### src/rtl/sample_histogram_quantile_engine_defines.svh
// ----------------------------------------------------------------------------
// Assertion macros for the sample histogram quantile engine
// Concurrent checks clocked on clk_i and disabled while rst_ni is low.
// ----------------------------------------------------------------------------
`ifndef SAMPLE_HISTOGRAM_QUANTILE_ENGINE_DEFINES_SVH
`define SAMPLE_HISTOGRAM_QUANTILE_ENGINE_DEFINES_SVH

// property must hold at every clock edge out of reset
`define SHQE_ASSERT(lbl, prop, msg) \
  lbl: assert property (@(posedge clk_i) disable iff (!rst_ni) (prop)) else $error(msg);

// expression must never be true out of reset
`define SHQE_ASSERT_NEVER(lbl, expr, msg) \
  `SHQE_ASSERT(lbl, !(expr), msg)

`endif

### src/rtl/shqe_pkg.sv
// ----------------------------------------------------------------------------
// shqe_pkg
// Types and fixed constants shared by the histogram quantile engine modules.
// ----------------------------------------------------------------------------
package shqe_pkg;

  localparam int unsigned SID_W      = 4;
  localparam int unsigned SAMPLE_W   = 16;
  localparam int unsigned PCT_W      = 7;
  localparam int unsigned BIN_OUT_W  = 10;
  localparam int unsigned CNT_W      = 32;
  localparam int unsigned POS_W      = 8;
  localparam int unsigned POS_CNT_W  = 5;
  localparam int unsigned POS_SEL_W  = 4;
  localparam int unsigned CFG_IDX_W  = 2;
  localparam int unsigned CFG_DATA_W = 64;

  localparam int unsigned PCT_SCALE = 100;

  localparam logic [POS_CNT_W-1:0]  POS_COUNT_RST = 5'd10;
  localparam logic [CFG_DATA_W-1:0] POS_LOW_RST   = 64'h5046_3C32_281E_140A;
  localparam logic [CFG_DATA_W-1:0] POS_HIGH_RST  = 64'h0000_0000_0000_645A;

  typedef enum logic [CFG_IDX_W-1:0] {
    REG_POS_COUNT = 2'd0,
    REG_POS_LOW   = 2'd1,
    REG_POS_HIGH  = 2'd2
  } cfg_reg_e;

  typedef enum logic {
    MODE_ADD    = 1'b0,
    MODE_REPORT = 1'b1
  } mode_e;

  typedef enum logic [3:0] {
    ST_INIT_CLR,
    ST_IDLE,
    ST_ADD_RD,
    ST_ADD_WR,
    ST_SUM_RD,
    ST_SUM_END,
    ST_SETUP,
    ST_WALK_RD,
    ST_WALK_MUL,
    ST_WALK_ACC,
    ST_WALK_TEST,
    ST_WALK_THR,
    ST_CLEAR
  } state_e;

  typedef struct packed {
    logic                mode;
    logic [SID_W-1:0]    stream_id;
    logic [SAMPLE_W-1:0] sample;
  } in_item_t;

  typedef struct packed {
    logic [SID_W-1:0]     stream_id_out;
    logic [PCT_W-1:0]     percentile;
    logic [BIN_OUT_W-1:0] bin_value;
    logic                 last;
  } out_item_t;

  // position under test and what follows from it
  typedef struct packed {
    logic [POS_CNT_W-1:0] npos;
    logic [POS_W-1:0]     pos_cur;
    logic                 last_pos;
  } pos_info_t;

endpackage

### src/rtl/shqe_cfg.sv
// ----------------------------------------------------------------------------
// shqe_cfg
// Position registers, write decode and selection of the position under test.
// ----------------------------------------------------------------------------
module shqe_cfg #(
  parameter int unsigned MAX_POSITIONS = 16
) (
  input  logic                                clk_i,
  input  logic                                rst_ni,
  input  logic                                cfg_we_i,
  input  logic [shqe_pkg::CFG_IDX_W-1:0]      cfg_index_i,
  input  logic [shqe_pkg::CFG_DATA_W-1:0]     cfg_data_i,
  input  logic [shqe_pkg::POS_CNT_W-1:0]      k_i,
  output shqe_pkg::pos_info_t                 pos_o
);
  import shqe_pkg::*;

  localparam logic [POS_CNT_W-1:0] NPOS_MAX = POS_CNT_W'(MAX_POSITIONS);

  logic [POS_CNT_W-1:0]    pos_count_q, pos_count_d;
  logic [CFG_DATA_W-1:0]   pos_low_q, pos_low_d;
  logic [CFG_DATA_W-1:0]   pos_high_q, pos_high_d;
  logic [2*CFG_DATA_W-1:0] pos_all;
  logic [POS_CNT_W-1:0]    k_next;
  logic [POS_W-1:0]        pos_next;

  always_comb begin
    pos_count_d = pos_count_q;
    pos_low_d   = pos_low_q;
    pos_high_d  = pos_high_q;
    if (cfg_we_i) begin
      unique case (cfg_index_i)
        REG_POS_COUNT: pos_count_d = cfg_data_i[POS_CNT_W-1:0];
        REG_POS_LOW:   pos_low_d   = cfg_data_i;
        REG_POS_HIGH:  pos_high_d  = cfg_data_i;
        default: ;
      endcase
    end
  end

  always_ff @(posedge clk_i or negedge rst_ni) begin
    if (!rst_ni) begin
      pos_count_q <= POS_COUNT_RST;
      pos_low_q   <= POS_LOW_RST;
      pos_high_q  <= POS_HIGH_RST;
    end else begin
      pos_count_q <= pos_count_d;
      pos_low_q   <= pos_low_d;
      pos_high_q  <= pos_high_d;
    end
  end

  assign pos_all = {pos_high_q, pos_low_q};
  assign k_next  = k_i + POS_CNT_W'(1);
  assign pos_next = pos_all[{k_next[POS_SEL_W-1:0], 3'b000} +: POS_W];

  always_comb begin
    pos_o.npos    = (pos_count_q > NPOS_MAX) ? NPOS_MAX : pos_count_q;
    pos_o.pos_cur = pos_all[{k_i[POS_SEL_W-1:0], 3'b000} +: POS_W];
    // a position above 100 is never reached, so nothing after it is emitted
    pos_o.last_pos = (k_next == pos_o.npos) || (pos_next > POS_W'(PCT_SCALE));
  end

endmodule

### config.mk
export PLATFORM = sky130hd
export DESIGN_NAME = shqe_cfg
export DESIGN_NICKNAME = d
export VERILOG_FILES = /design/src/rtl/sample_histogram_quantile_engine_defines.svh /design/src/rtl/shqe_pkg.sv /design/src/rtl/shqe_cfg.sv
export SDC_FILE = /design/constraint.sdc
export NUM_CORES = 1
export LEC_CHECK = 0
export BUFFER_PORTS_ARGS = -buffer_cell sky130_fd_sc_hd__buf_2
export CAP_MARGIN = 20
export CORE_MARGIN = 2
export CORE_UTILIZATION = 50
export DETAILED_ROUTE_END_ITERATION = 6
export GPL_ROUTABILITY_DRIVEN = 0
export GPL_TIMING_DRIVEN = 0
export HOLD_SLACK_MARGIN = 0.1
export PLACE_DENSITY = 0.73
export SYNTH_ARGS = -nofsm -noshare
export SYNTH_HDL_FRONTEND = slang
export SYNTH_SLANG_ARGS = --single-unit
### constraint.sdc
create_clock -name clk_i -period 2.97 [get_ports clk_i]
set_input_delay 0.594 -clock clk_i [delete_from_list [all_inputs] [get_ports clk_i]]
set_output_delay 0.594 -clock clk_i [all_outputs]
set_load 0.02 [all_outputs]
* Word-level counts from Yosys, hierarchy flattened
Cells that the tools add are included.
** Storage, ports and cells
- Bits in registers :: 133
- Bits of input ports :: 74
- Output and inout port bits :: 14
- Word-level logic and storage cells :: 17
** Operators by class
- Add/sub/neg operators :: 1
- Magnitude comparators :: 2
- Equal/unequal tests :: 3
- Shift-type cells :: 2
- Multiplexer cells :: 1
- Reductions and logical operators :: 5
** Operators by type and width (number)
- $shiftx A128 B8 Y8 :: 2
- $gt A8 B7 Y1 const B :: 1
- $reduce_and A2 Y1 :: 3
- $add A5 B1 Y5 const B :: 1
- $eq A5 B5 Y1 :: 1
- $gt A5 B5 Y1 const B :: 1
- $mux W5 :: 1
- $eq A2 B1 Y1 const B :: 1
- $eq A2 B2 Y1 const B :: 1
- $logic_not A2 Y1 :: 1
- $logic_or A1 B1 Y1 :: 1

* Longest topological paths before layout
Gate-level depths: netlist (run 1).
- Depth in word-level cells :: 4
- Mapped depth :: 10
- Gate-level depth less buffers :: 7

* Least setup slack after synthesis (run 1)
Ideal clock, no wire load.
- Path type :: input-to-output
- Start point :: input port k_i[0] (netlist bit)
- End point :: output port pos_o[0] (netlist bit)
- Arrival :: 2.634 ns
- Required time :: 2.376 ns
- Setup slack :: -0.258 ns
- Cell stages on the path :: 7
- Path buffers :: 1
- Cell sequence :: ha_1 clkbuf_1 a21oi_1 mux4_1 mux2_2 a31o_1 a2111o_1
** RTL lines
- from (decl) :: RTL line shqe_cfg.sv:13 : input logic [shqe_pkg::POS_CNT_W-1:0] k_i,
- to (decl) :: RTL line shqe_cfg.sv:14 : output shqe_pkg::pos_info_t pos_o

==> results.toml, run 1 <==
[run_status]
outcome = "complete, but fails checks"
violations = "setup timing"

[setup_path]
crit_family = "multiplexers"
worstSetupEndpointType = "primary output"
critPathLaunchType = "primary input"
cp.buffers_inverters = 3
cp.required_ns = 2.38
cp_slowest_cell = "mux4_2"
arrival_ns = 2.84
critical_path_class = "primary input to primary output"
path_cells = "buf_8 > ha_4 > buf_12 > nor3_4 > a21oi_1 > mux4_2 > mux2_4 > a31o_1 > a2111o_1 > buf_6"
crit_fanout = 5
slowest_delay_ns = 0.47

[routing]
vias = 5374
drtAntennaViolNets = 0
drc_errors = 0
wire_per_inst_microns = 23.3
drt-pass1-iter-count = 5
routed_via_density = 6.34
drt_iter0_markers = 475
routed_wl_microns = 19800

[die]
die_y_microns = 123
die-area_sq_um = 15100
core_area_sq_um = 13800
num_rows = 43
io_pins = 88
die_w_microns = 123
start_util_pct = 51.0

[final_layout]
final_util_pct = 63.1
layout_common_cells = "mux2_2, dfrtp_1, buf_2, dfstp_2, mux2i_1"
layout-drive-gt1-share_pct = 54.5
fillers = 1037
syn2layout_area_growth_pct = 23.8
mostFrequentLayoutCell = "mux2_2"
finalNetCount = 730
n_antenna_cell = 0

[global_route]
antenna_found_initial = 0
overflow = 0
track_usage_pct = 27.8
grt_pass1_wl_microns = 30300
grt_max_degree = 102
grt_pass1_vias = 5586

[logic_synthesis]
synth-seq-cells = 133
syn-instance-count = 544
ys_seq_area_share_pct = 47.8
synth.distinct_cells = 47
ys_warn_count = 0
synth_area_per_cell_sq_um = 13.0
syn_nets = 619
synth_area_sq_um = 7050

[sta]
finalHoldViolCount = 0
finalWorstSetupSlack_ns = -0.467
fin_skew_ns = 0
worstMarginPinSlew_ns = 0.906
finalCriticalPeriod_ns = 3.44
min_period_over_period_pct = 116
finalMaxSlewViolations = 0
relSlewSlack_pct = 39.5
setup_violations = 1
fmax_mhz = 291
rsz0062_at_grt = "true"

[power_and_ir_drop]
power.leakage_nw = 3.69
ir_worst_vdd_mv = 0.518
p_per_area_nw_per_um2 = 701

[clock_network]
cts_tree = "done"
cts_root_buf = "clkbuf_16"
clk_path_buf_depth = 2
htree_levels = 4
clkLatencyLatePin_ns = 0.43
path_clk_slew_ns = 0.06
cts_buffers = 17
cts.sinks = 133

[flow_run]
drv_cap = 0

[min_path]
hp-class = "primary input to register"

[place]
post-place-ws_ns = -0.846
dp_hpwl_microns = 14000
io_buffers = 87
==> Yosys cell counts (all sizes together) <==
| library cell | n | area, sq um |
|---|---|---|
| nand2b | 1 | 6.26 |
| nor4b | 1 | 8.76 |
| dfrtp | 102 | 2550 |
| xor2 | 2 | 25.0 |
| a31oi | 4 | 25.0 |
| buf | 16 | 92.6 |
| o32ai | 2 | 17.5 |
| nand2 | 20 | 75.1 |
| mux2 | 142 | 1600 |
| a22oi | 8 | 60.1 |
| mux2i | 30 | 300 |
| o211ai | 4 | 30.0 |
| nand3 | 10 | 62.6 |
| nor3 | 17 | 85.1 |
| nand3b | 2 | 15.0 |
| nor2b | 4 | 25.0 |
| xnor2 | 3 | 33.8 |
| ha | 1 | 12.5 |
| o32a | 1 | 10.0 |
| o21ai | 21 | 105 |
| and2 | 1 | 6.26 |
| a221oi | 8 | 70.1 |
| clkbuf | 23 | 86.3 |
| a211oi | 4 | 30.0 |
| dfstp | 31 | 815 |
| a2111oi | 4 | 36.3 |
| a21oi | 24 | 120 |
| nor3b | 1 | 7.51 |
| nor2 | 24 | 90.1 |
| and3 | 1 | 6.26 |
| a2111o | 1 | 11.3 |
| a31o | 1 | 8.76 |
| inv | 2 | 7.50 |
| mux4 | 26 | 597 |
| o31ai | 1 | 7.51 |
| and3b | 1 | 8.76 |
==> power breakdown <==
group	total, mW	switching [mW]	internal [mW]
Clock	2.19	0.790	1.40
Combinational	1.37	0.624	0.742
Sequential	2.56	0.341	2.22
==> per-stage QoR <==
stage / TNS [ns] / instances / power [mW] / hold slack, ns / area [sq um]
floorplan: -0.100 / 544 / 3.35 / 0.298 / 7120
detailed placement: -6.85 / 812 / 3.82 / 0.498 / 7810
global route: -0.488 / 848 / 6.36 / 0.407 / 8730
global placement: -32.99 / 811 / 3.75 / 0.502 / 7780
finish: -0.467 / 848 / 6.12 / 0.407 / 8730
CTS: -1.69 / 849 / 6.09 / 0.393 / 8640
==> logic make-up after synthesis <==
logic type | share of synthesized area, %
flip-flops | 47.8
buffers and inverters | 2.64
adder cells (fa/ha/maj) | 0.177
AO/OA/AOI/OAI | 7.54
multiplexers | 35.4
AND/OR/NAND/NOR | 5.63
XOR/XNOR | 0.834
==> layout make-up <==
cell class                 count  area [sq um]  share of cell area (%)
inverter                       2          7.51                  0.0860
buffer                        38           287                    3.28
clock buffer                  19           433                    4.96
clock inverter                13           183                    2.09
timing repair buffer          93           561                    6.42
sequential                   133          3370                    38.6
multi-input combinational    370          3670                    42.0
tap                          180           225                    2.58
==> final timing paths <==
| check | start | to | slack (ns) | cells after the start |
|---|---|---|---|---|
| worst min register to register | pos_high_q[18] | pos_high_q[18] | 0.53 | 1 |
| max in group asynchronous | rst_ni | pos_low_q[17] | 1.54 | 3 |
| worst max register to register | pos_count_q[4] | pos_count_q[4] | 1.90 | 2 |
| worst max-delay path | k_i[1] | pos_o[0] | -0.47 | 10 |
| min in group asynchronous | rst_ni | pos_high_q[43] | 0.61 | 2 |
| worst min-delay path | cfg_data_i[24] | pos_high_q[24] | 0.41 | 2 |
==> registers in the layout (all words and copies together), names as in the netlist <==
| name | count |
|---|---|
| pos_count_q | 5 |
| pos_high_q | 64 |
| pos_low_q | 64 |
==> layer usage <==
metal	vias to the layer above	global-route usage (%)	wire (microns)
li1	2283	-	-
met1	2761	33.9	7800
met2	268	45.3	9880
met3	62	7.95	1380
met4	0	13.1	696
met5	-	0	0
==> repair_timing <==
item,4_1_cts,5_1_grt
gates resized for setup,38,32
endpoints found under the hold margin,18,0
buffers inserted,2,0
hold buffers,1,0
cloned,2,0
pin swaps,4,0
setup endpoints to repair,9,9
(Power assumes the default switching activity.)
==> run 2, diff against run 1 <==
--- a/config.mk
+++ b/config.mk
@@ -8,12 +8,11 @@
 export BUFFER_PORTS_ARGS = -buffer_cell sky130_fd_sc_hd__buf_2
 export CAP_MARGIN = 20
 export CORE_MARGIN = 2
-export CORE_UTILIZATION = 50
+export CORE_UTILIZATION = 30
 export DETAILED_ROUTE_END_ITERATION = 6
 export GPL_ROUTABILITY_DRIVEN = 0
 export GPL_TIMING_DRIVEN = 0
 export HOLD_SLACK_MARGIN = 0.1
-export PLACE_DENSITY = 0.73
 export SYNTH_ARGS = -nofsm -noshare
 export SYNTH_HDL_FRONTEND = slang
 export SYNTH_SLANG_ARGS = --single-unit
==> results.toml, run 2 (synthesis gave the netlist of run 1 again) <==
[flow_run]
drv_cap = 0

[global_route]
antenna_found_initial = 0
grt_pass1_wl_microns = 31600
track_usage_pct = 17.5
overflow = 0
grt_max_degree = 99
grt_pass1_vias = 5468

[sta]
finalMaxSlewViolations = 0
fin_skew_ns = 0
setup_violations = 9
relSlewSlack_pct = 35.8
min_period_over_period_pct = 117
worstMarginPinSlew_ns = 0.963
finalCriticalPeriod_ns = 3.47
fmax_mhz = 288
finalHoldViolCount = 0
rsz0062_at_grt = "true"
finalWorstSetupSlack_ns = -0.503

[place]
dp.cells = 951
io_buffers = 87
post-place-ws_ns = -0.808
dp_hpwl_microns = 15400

[final_layout]
layout_common_cells = "mux2_2, dfrtp_1, buf_2, dfstp_2, mux2i_1"
n_antenna_cell = 0
layout-drive-gt1-share_pct = 53.9
finalNetCount = 728
reg_top3 = "pos_high_q x64, pos_low_q x64, pos_count_q x5"
syn2layout_area_growth_pct = 23.7
finalNonFillerCells = 985
mostFrequentLayoutCell = "mux2_2"

[die]
start_util_pct = 30.3
num_rows = 56
die_w_microns = 157
die-area_sq_um = 24700
die_y_microns = 157
core_area_sq_um = 23300
io_pins = 88

[setup_path]
critical_path_class = "primary input to primary output"
cp_slowest_cell = "mux4_2"
slowest_delay_ns = 0.47
rr_worst_depth = 2
reg2reg_setup_slack_ns = 1.86
crit_fanout = 10
rr_startpoint = "pos_count_q[4]"
cp.required_ns = 2.38
path_cells = "buf_4 > ha_4 > buf_12 > nor3_4 > a21oi_1 > mux4_2 > mux2_4 > a31o_1 > a2111o_1 > buf_6"
arrival_ns = 2.88
critPathLaunchType = "primary input"
r2r-end = "pos_count_q[4]"
worstSetupEndpointType = "primary output"

[clock_network]
clk_path_buf_depth = 2
path_clk_slew_ns = 0.06
cts_buffers = 17
cts_tree = "done"
clkLatencyLatePin_ns = 0.43
htree_levels = 4
cts_root_buf = "clkbuf_16"
cts.sinks = 133

[min_path]
hold_depth = 2
whs_endpoint = "pos_high_q[46]"
hold_start = "cfg_data_i[46]"
hp-class = "primary input to register"

[run_status]
violations = "setup timing"
outcome = "complete, but fails checks"

[routing]
wire_per_inst_microns = 20.9
drtAntennaViolNets = 0
wl_met1_microns = 8930
routed-wl-met3_microns = 1130
drt_iter0_markers = 334
vias = 5088
routed_wl_microns = 20600
drt-pass1-iter-count = 5
dr.max_layer_used = "met4"
drc_errors = 0
wl_met2_microns = 10200
routed_via_density = 5.17

[power_and_ir_drop]
ir_worst_vdd_mv = 0.383
power_mw = 5.98
power.leakage_nw = 3.61
p_per_area_nw_per_um2 = 685
run 2: critical path, delay by kind of cell:
kind            cells  cell delay (ns)
mux                 2             0.76
buf+inv             3             0.46
simple gates        1             0.11
compound gates      3             0.68
fa+ha+maj           1             0.26
run 2: worst max path at each step:
stage / from / endpoint / slack (ns) / cells after the start
4_1_cts: k_i[0] / pos_o[0] / -0.48 / 10
3_5_place_dp: k_i[0] / pos_o[0] / -0.81 / 11
3_3_place_gp: k_i[0] / pos_o[0] / -0.79 / 11
5_1_grt: k_i[0] / pos_o[0] / -0.56 / 9
2_1_floorplan: k_i[0] / pos_o[0] / -0.10 / 8
6_report: k_i[0] / pos_o[0] / -0.50 / 10
run 2: stage by stage:
step	TNS [ns]	hold slack, ns	util, %	area [sq um]
after global placement	-60.66	0.507	34.2	7950
final	-2.06	0.402	37.5	8720
after CTS	-1.76	0.391	37.4	8710
after floorplan	-0.100	0.298	-	7120
after detailed placement	-6.19	0.515	34.3	7990
after global routing	-3.11	0.394	37.5	8720
run 2: what timing repair did:
item,4_1_cts,5_1_grt
resized for setup,33,4
buffers inserted,1,0
hold buffers,1,0
endpoints found under the setup margin,9,9
endpoints found under the hold margin,27,0
gates cloned,0,0
pin swaps,2,0
run 2: layer usage:
layer	vias up	track usage, %
met5	-	0
met4	0	3.94
met3	18	5.29
met2	150	29.4
met1	2638	22.1
li1	2282	-
run 2: final cells by class:
class / instances / area (sq um)
fillers: 2364 / 14500
multi-input cells: 370 / 3620
flip-flops and latches: 133 / 3370
repair buffers: 90 / 498
clock buffers: 18 / 439
well taps: 319 / 399
plain buffers: 39 / 238
clock inverters: 14 / 153
inverters: 2 / 7.51
run 2: where the power goes:
| group | total, mW | leakage [nW] | internal [mW] | switching (mW) |
|---|---|---|---|---|
| clock network | 2.12 | 0.279 | 1.26 | 0.859 |
| registers | 2.54 | 1.53 | 2.22 | 0.320 |
| logic | 1.32 | 1.80 | 0.715 | 0.600 |
==> run 3, diff against run 2 <==
--- a/config.mk
+++ b/config.mk
@@ -13,6 +13,7 @@
 export GPL_ROUTABILITY_DRIVEN = 0
 export GPL_TIMING_DRIVEN = 0
 export HOLD_SLACK_MARGIN = 0.1
+export RECOVER_POWER = 25
 export SYNTH_ARGS = -nofsm -noshare
 export SYNTH_HDL_FRONTEND = slang
 export SYNTH_SLANG_ARGS = --single-unit
==> results.toml, run 3 (synthesis gave the netlist of run 1 again) <==
[sta]
fin_worst_hold_slack_ns = 0.402
relSlewSlack_pct = -39.7
finalMaxSlewViolations = 36
finalSetupTns_ns = -2.06
finalWorstSetupSlack_ns = -0.503
finalCriticalPeriod_ns = 3.47
worstMarginPinSlew_ns = 2.10
fin_skew_ns = 0
finalHoldViolCount = 0
rsz0062_at_grt = "true"
min_period_over_period_pct = 117
fmax_mhz = 288
setup_violations = 9

[routing]
routed_via_density = 5.17
drtAntennaViolNets = 0
routed_wl_microns = 20600
drt-pass1-iter-count = 5
drc_errors = 0
wire_per_inst_microns = 20.9
drt_iter0_markers = 334
vias = 5091

[clock_network]
cts.sinks = 133
clkLatencyLatePin_ns = 0.43
clk_path_buf_depth = 2
cts_buffers = 17
path_clk_slew_ns = 0.06
cts_tree = "done"
htree_levels = 4
cts_root_buf = "clkbuf_16"

[setup_path]
critical_path_class = "primary input to primary output"
critPathLaunchType = "primary input"
arrival_ns = 2.88
cp.required_ns = 2.38
worstSetupEndpointType = "primary output"
worstSetupStartpoint = "k_i[0]"
crit_fanout = 10
rr_startpoint = "pos_count_q[4]"

[final_layout]
n_antenna_cell = 0
final_util_pct = 37.5
layout-drive-gt1-share_pct = 53.5
finalNonFillerCells = 985
finalNetCount = 728
reg_top3 = "pos_high_q x64, pos_low_q x64, pos_count_q x5"
mostFrequentLayoutCell = "mux2_2"
fin_area_sq_um = 8710
syn2layout_area_growth_pct = 23.6
layout_common_cells = "mux2_2, dfrtp_1, buf_2, dfstp_2, mux2i_1"

[place]
dp.cells = 951
post-place-ws_ns = -0.808
dp_hpwl_microns = 15400
post_dp_cell_area_sq_um = 7990
io_buffers = 87

[die]
num_rows = 56
core_area_sq_um = 23300
die_w_microns = 157
start_util_pct = 30.3
die-area_sq_um = 24700
die_y_microns = 157
io_pins = 88

[global_route]
antenna_found_initial = 0
grt_max_degree = 99
overflow = 0
grt_pass1_wl_microns = 31600
grt_pass1_vias = 5468
track_usage_pct = 17.5

[power_and_ir_drop]
ir_worst_vdd_mv = 0.383
power.leakage_nw = 3.60
power_mw = 5.98
p_per_area_nw_per_um2 = 686

[min_path]
hold_start = "cfg_data_i[46]"
hp-class = "primary input to register"

[flow_run]
drv_cap = 1

[run_status]
violations = "capacitance limit, slew limit, setup timing"
outcome = "complete, but fails checks"
run 3: area by class of cell:
type | instances | area, sq um
fill | 2368 | 14500
multi-input combinational | 370 | 3620
sequential | 133 | 3370
timing repair buffer | 90 | 488
clock buffer | 18 | 439
tap | 319 | 399
buffer | 39 | 238
clock inverter | 14 | 153
inverter | 2 | 7.51
run 3: final timing paths:
check / to / slack (ns) / depth (start not counted)
min: pos_high_q[46] / 0.40 / 2
max: pos_o[0] / -0.50 / 10
max in group asynchronous: pos_low_q[43] / 0.37 / 3
min in group asynchronous: pos_high_q[5] / 1.31 / 2
min reg2reg: pos_high_q[23] / 0.53 / 1
max reg2reg: pos_count_q[4] / 1.86 / 2
run 3: layer usage:
layer | track usage (%) | routed length [microns] | vias to the layer above
met3 | 5.29 | 1130 | 18
met5 | 0 | 0 | -
met4 | 3.94 | 282 | 0
met2 | 29.4 | 10200 | 150
met1 | 22.1 | 8930 | 2641
li1 | - | - | 2282
run 3: timing repair:
action / in CTS / in global routing
setup endpoints to repair: 9 / 9
pin swaps: 2 / 0
hold endpoints to repair: 27 / 0
hold buffers: 1 / 0
resized for setup: 33 / 4
cloned: 0 / 0
setup buffers: 1 / 0
run 3: report_power, final:
part	switching [mW]	internal (mW)	total, mW	leakage (nW)
combinational	0.600	0.714	1.31	1.79
sequential	0.321	2.22	2.54	1.53
clock	0.859	1.26	2.12	0.279
run 3: worst max-delay path: stages:
cell	delay, ns
buf_4	0.15
ha_4	0.26
buf_12	0.15
nor3_4	0.11
a21oi_1	0.08
mux4_2	0.47
mux2_4	0.29
a31o_1	0.19
a2111o_1	0.41
buf_6	0.16
